==> src/rtl/slw_pkg.sv <==
// Shared types and constants for the single-level timer wheel.
package slw_pkg;

  localparam int ID_W           = 6;
  localparam int KIND_W         = 2;
  localparam int TIMEOUT_W      = 6;
  localparam int SIZE_W         = 9;
  localparam int DEF_NUM_TIMERS = 64;
  localparam int DEF_NUM_SLOTS  = 64;

  localparam logic [TIMEOUT_W-1:0] TIMEOUT_RST = 6'd16;

  localparam logic [KIND_W-1:0] KIND_ARM    = 2'd0;
  localparam logic [KIND_W-1:0] KIND_DISARM = 2'd1;
  localparam logic [KIND_W-1:0] KIND_TICK   = 2'd2;

  typedef enum logic [2:0] {
    ST_IDLE,
    ST_OLD_ADDR,
    ST_OLD_WR,
    ST_NEW_RD,
    ST_NEW_WR,
    ST_TICK_LD,
    ST_TICK_SCAN
  } state_t;

endpackage

==> src/rtl/slw_ram.sv <==
// Simple dual-port synchronous RAM with a registered read.
module slw_ram import slw_pkg::*; #(
  parameter int WIDTH = DEF_NUM_TIMERS,
  parameter int DEPTH = DEF_NUM_SLOTS,
  parameter int AW    = $clog2(DEF_NUM_SLOTS)
) (
  input  logic             clk,
  input  logic             we,
  input  logic [AW-1:0]    waddr,
  input  logic [WIDTH-1:0] wdata,
  input  logic [AW-1:0]    raddr,
  output logic [WIDTH-1:0] rdata
);

  logic [WIDTH-1:0] mem [DEPTH];
  logic [WIDTH-1:0] rdata_r;

  always_ff @(posedge clk) begin
    if (we) begin
      mem[waddr] <= wdata;
    end
    rdata_r <= mem[raddr];
  end

  assign rdata = rdata_r;

endmodule

==> config.mk <==
export PLATFORM = sky130hd
export DESIGN_NAME = slw_ram
export DESIGN_NICKNAME = d
export VERILOG_FILES = /design/src/rtl/slw_pkg.sv /design/src/rtl/slw_ram.sv
export SDC_FILE = /design/constraint.sdc
export NUM_CORES = 2
export LEC_CHECK = 0
export BUFFER_PORTS_ARGS = -buffer_cell sky130_fd_sc_hd__buf_4
export CELL_PAD_IN_SITES_DETAIL_PLACEMENT = 1
export CELL_PAD_IN_SITES_GLOBAL_PLACEMENT = 1
export CORE_MARGIN = 2
export CORE_UTILIZATION = 53
export CTS_BUF_LIST = sky130_fd_sc_hd__clkbuf_8
export DETAILED_ROUTE_END_ITERATION = 6
export PLACE_DENSITY = 0.78
export SYNTH_ARGS = -nofsm -noshare
export SYNTH_HDL_FRONTEND = slang
export SYNTH_SLANG_ARGS = --single-unit
==> constraint.sdc <==
create_clock -name clk -period 6.2 [get_ports clk]
set_input_delay 0.62 -clock clk [delete_from_list [all_inputs] [get_ports clk]]
set_output_delay 0.62 -clock clk [all_outputs]
set_load 0.01 [all_outputs]
# Word level (Yosys, flattened, before mapping)
# Memories as Yosys holds them, arrays and structs flattened. A register that Yosys moved wholly into a read port is not among the register bits.
# Index checks and enable logic that the tools add are counted.
dict set report word_totals {
  register_bits 0
  input_bits 78
  elab_cells 3
  mem_count 1
  output_inout_bits 64
  ram_bits 4096
}
# memory words word_bits read_ports rd_clocked_by_memory_dff wr line
set mem_list {}
lappend mem_list {mem 64 64 1 1 1 slw_ram.sv:15} ;# logic [WIDTH-1:0] mem [DEPTH];
dict set report op_classes {
  muxes 2
}
# op n
set op_table {}
lappend op_table {{1-bit two-way mux} 2}

# Depth between registers and ports, before layout
dict set report logic_depth {
  ltp_word 2
  mapped_depth 9
  ltp_nobuf 5
}

# Worst setup path before layout
# Ideal clock, no wire load.
dict set report synth_path {
  path_kind {input -> register}
  startpoint {in waddr[3]}
  endpoint {mem mem[48][0] (netlist bit) (enable)}
  setup_slack_ns 0.144
  required_time_ns 5.636
  stages 4
  arrival_ns 5.492
  setup_time_ns 0.564
  n_path_buf 1
  cell_sequence {clkbuf_1 > nor2b_1 > nand4b_1 > nor3_1}
}
# item line
set synth_lines {}
lappend synth_lines {{start, declared} slw_ram.sv:9} ;# input logic [AW-1:0] waddr,
lappend synth_lines {{end, declared} slw_ram.sv:15}
# No word-level cell before the write port.

# Worst setup path in the final report
dict set report layout_path {
  startpoint {reg rdata_r[6] (netlist: rdata[6]), read port of mem}
  endpoint {out rdata[6]}
}
# item line
set layout_lines {}
lappend layout_lines {{start, declared} slw_ram.sv:16} ;# logic [WIDTH-1:0] rdata_r;
lappend layout_lines {{end, declared} slw_ram.sv:12} ;# output logic [WIDTH-1:0] rdata
# No word-level cell between the ends.

==> impl_metrics.py <==
metrics = {
    "cts": {
        "clkTransAtPathRegs_ps": 70,
        "clock-root-buffer": "clkbuf_8",
        "worstSkewPairLatency_ps": 1250,
        "tritoncts": "yes",
        "cts.repair.resized": 0,
        "cts_setup_buffers": 0,
        "clk_path_buf_depth": 4,
        "cts_sinks": 4160,
        "hold_buffers": 64,
        "cts_made_buffers": 643,
        "h-tree-depth": 6,
    },
    "sta": {
        "setup_viol": 0,
        "fin_crit_sh_pct": 43.8,
        "maxClockFrequency_mhz": 368,
        "relSlewSlack_pct": 10.7,
        "fin_skew_ps": 82.5,
        "hold_violations": 0,
        "rsz0062_at_grt": "false",
        "worst_pin_slew_ps": 1340,
        "tns_ps": 0,
        "post-route-min-period_ps": 2720,
        "drv_slew": 0,
    },
    "run_status": {
        "status": "finished, violations left",
        "violations": "design-rule violations",
    },
    "power_and_ir_drop": {
        "intPower_mw": 42.8,
        "swShare_pct": 23.5,
        "total_power_mw": 55.9,
        "pwr-share-clk_pct": 39.0,
        "p_leak_nw": 55.6,
        "seqPwrFrac_pct": 56.1,
        "vdd_drop_max_mv": 0.290,
        "combPwrFrac_pct": 5.0,
        "power_switching_mw": 13.1,
        "p_per_area_nw_per_um2": 318,
    },
    "worst_setup_path": {
        "start_kind": "flip-flop",
        "path_buf_inv": 1,
        "critPathMaxFanout": 2,
        "cpMaxStageDelayCell": "dfxtp_1",
        "startpoint": "rdata[6]",
        "critPathTopFamily": "flip-flops",
        "required_ps": 5580,
        "critPathMaxStageDelay_ps": 630,
        "r2r_slack_ps": 3740,
        "cp.arrival_ps": 2100,
        "crit_chain": "buf_4",
        "crit_cells": 1,
        "cp-end-kind": "primary output",
        "r2r_start": "mem[8][62]",
        "crit_type": "reg -> out",
        "r2r.worst_path.cells": 5,
    },
    "die": {
        "die_area_um2": 299000,
        "ioPinCount": 142,
        "core_um2": 294000,
        "die_w_um": 547,
        "rows": 199,
        "die_h_um": 547,
        "start_util_pct": 53.2,
    },
    "drt": {
        "wl_per_cell_um": 38.9,
        "firstDrtPassIters": 7,
        "via_per_inst": 6.72,
        "drc": 8,
        "first_iter_violations": 11500,
        "vias": 78900,
        "ant_nets": 0,
        "drt_wl_total_um": 456000,
    },
    "layout": {
        "drive_gt1_share_pct": 29.2,
        "finalNetCount": 7351,
        "fillers": 24000,
        "area_growth_pct": 12.4,
    },
    "placement": {
        "finalWeightedCongestion": 0.789,
        "io_buffers": 141,
        "dp_hpwl_um": 238000,
    },
    "logic_synthesis": {
        "synth_simple_gate_area_share_pct": 1.24,
        "synthMuxAreaShare_pct": 15.6,
        "post_synth_num_cell_types": 33,
        "ys_ff_latch": 4160,
        "synthArstFlopShare_pct": 0,
        "netlist_area_um2": 156000,
        "ys.flop_type": "edfxtp_1",
        "syn_area_per_cell_um2": 23.7,
        "synth_edf_count": 4096,
        "synthCells": 6598,
        "synth_top_family_by_area": "multiplexers",
        "post_synth_fa_ha_maj_area_fraction_pct": 0,
        "ys_seq_area_share_pct": 79.5,
        "synth-xor-area-share_pct": 0,
        "synth_compound_area_share_pct": 2.48,
        "ys_warn_count": 0,
        "syn-num-nets": 6676,
    },
    "flow_run": {
        "maxCapViolCount": 0,
    },
    "global_routing": {
        "antenna_found_initial": 43,
        "grt_max_degree": 107,
        "grt.total_usage_pct": 30.7,
        "grt_pass1_vias": 84100,
        "grt_pass1_wl_um": 644000,
        "grt-ovfl-total": 0,
    },
    "worst_hold_path": {
        "hold_path_class": "in -> reg",
        "hold_depth": 3,
        "hold_start": "waddr[1]",
    },
}
-- synth_stat cells (all sizes together) (2+ instances only) --
cell,n,area share [%]
a2bb2oi,19,0.11
mux4,1024,15
a22o,88,0.49
and2,3,0.012
nand2,58,0.14
o221ai,38,0.21
a211oi,63,0.30
nand3b,2,0.0096
a41oi,26,0.15
o22ai,83,0.33
and3,64,0.26
nand2b,11,0.044
a31oi,18,0.072
nor2b,28,0.11
nand4,2,0.0080
inv,19,0.046
mux2i,135,0.86
a22oi,168,0.81
nor2,112,0.27
nand3,45,0.14
edfxtp,4096,79
clkbuf,140,0.34
or2,28,0.11
or3,29,0.12
dfxtp,64,0.82
buf,230,0.80
nor3,2,0.0064
-- tightest hold or removal path: stages --
cell and delay, ps:
buf_4 160, nor3_2 80, buf_12 250
-- area by class of cell --
type	count	area (um^2)	area share, %
Sequential cell	4160	124000	70.7
Clock inverter	487	2590	1.48
Timing Repair Buffer	400	3740	2.13
Tap cell	3919	4900	2.79
Inverter	19	71.3	0.0406
Multi-Input combinational cell	2049	30800	17.5
Antenna cell	18	45.0	0.0256
Clock buffer	679	9350	5.32
-- cell usage in the layout, fill, tap and decap left out, types with 65 or more instances in the layout --
master and n:
inv_1 220, clkinv_1 158, nor2_4 65, a22oi_1 168, clkbuf_8 679, edfxtp_1 4096, o22ai_1 83, mux2i_1 135
mux4_2 1024, buf_4 290, a22o_1 88
-- power groups by stage --
stage          Sequential (mW)  Clock [mW]  Combinational [mW]
6_report                  31.3        21.8                2.78
2_1_floorplan             31.8           0                1.45
4_1_cts                   31.3        22.0                2.78
5_1_grt                   31.3        23.1                2.91
3_5_place_dp              31.9           0                2.71
3_3_place_gp              31.9           0                2.60
-- stage by stage --
step | util (%) | setup slack (ps) | instance area [um^2] | cells | hold slack (ps)
finish | 59.8 | 3480 | 176000 | 11700 | 118
global route | 59.8 | 3380 | 176000 | 11700 | 170
CTS | 59.8 | 3400 | 176000 | 11700 | 80.8
detailed placement | 55.5 | 2340 | 163000 | 10500 | 847
global placement | 55.5 | 2290 | 163000 | 10500 | 809
floorplan | - | 144 | 156000 | 6598 | 719
-- kinds of logic (layout without fill, tap and decap cells) --
| logic type | count (synthesis) | count (layout) |
|---|---|---|
| AO/OA/AOI/OAI | 504 | 504 |
| buffers and inverters | 389 | 1585 |
| flip-flops | 4160 | 4160 |
| multiplexers | 1159 | 1159 |
| other | 0 | 18 |
| AND/OR/NAND/NOR | 386 | 386 |
-- registers in the layout, summed over array words and instances, names as in the netlist --
signal and cells:
mem 4096, rdata 64
-- worst paths after layout --
| check | end |
|---|---|
| setup / recovery | rdata[6] |
| hold / removal | mem[48][59] |
| setup reg to reg | rdata[62] |
| hold reg to reg | rdata[2] |
-- layer usage --
metal | GRT usage (%) | routed length, um | share of wire (%) | vias to the layer above
met5 | 0 | 119 | 0.026 | -
met2 | 48.8 | 219000 | 48 | 5642
met3 | 6.83 | 50600 | 11 | 1234
li1 | - | - | - | 29900
met4 | 14.7 | 24900 | 5.5 | 18
met1 | 40.8 | 162000 | 35 | 42000
Power figures use the tool's default switching activity.
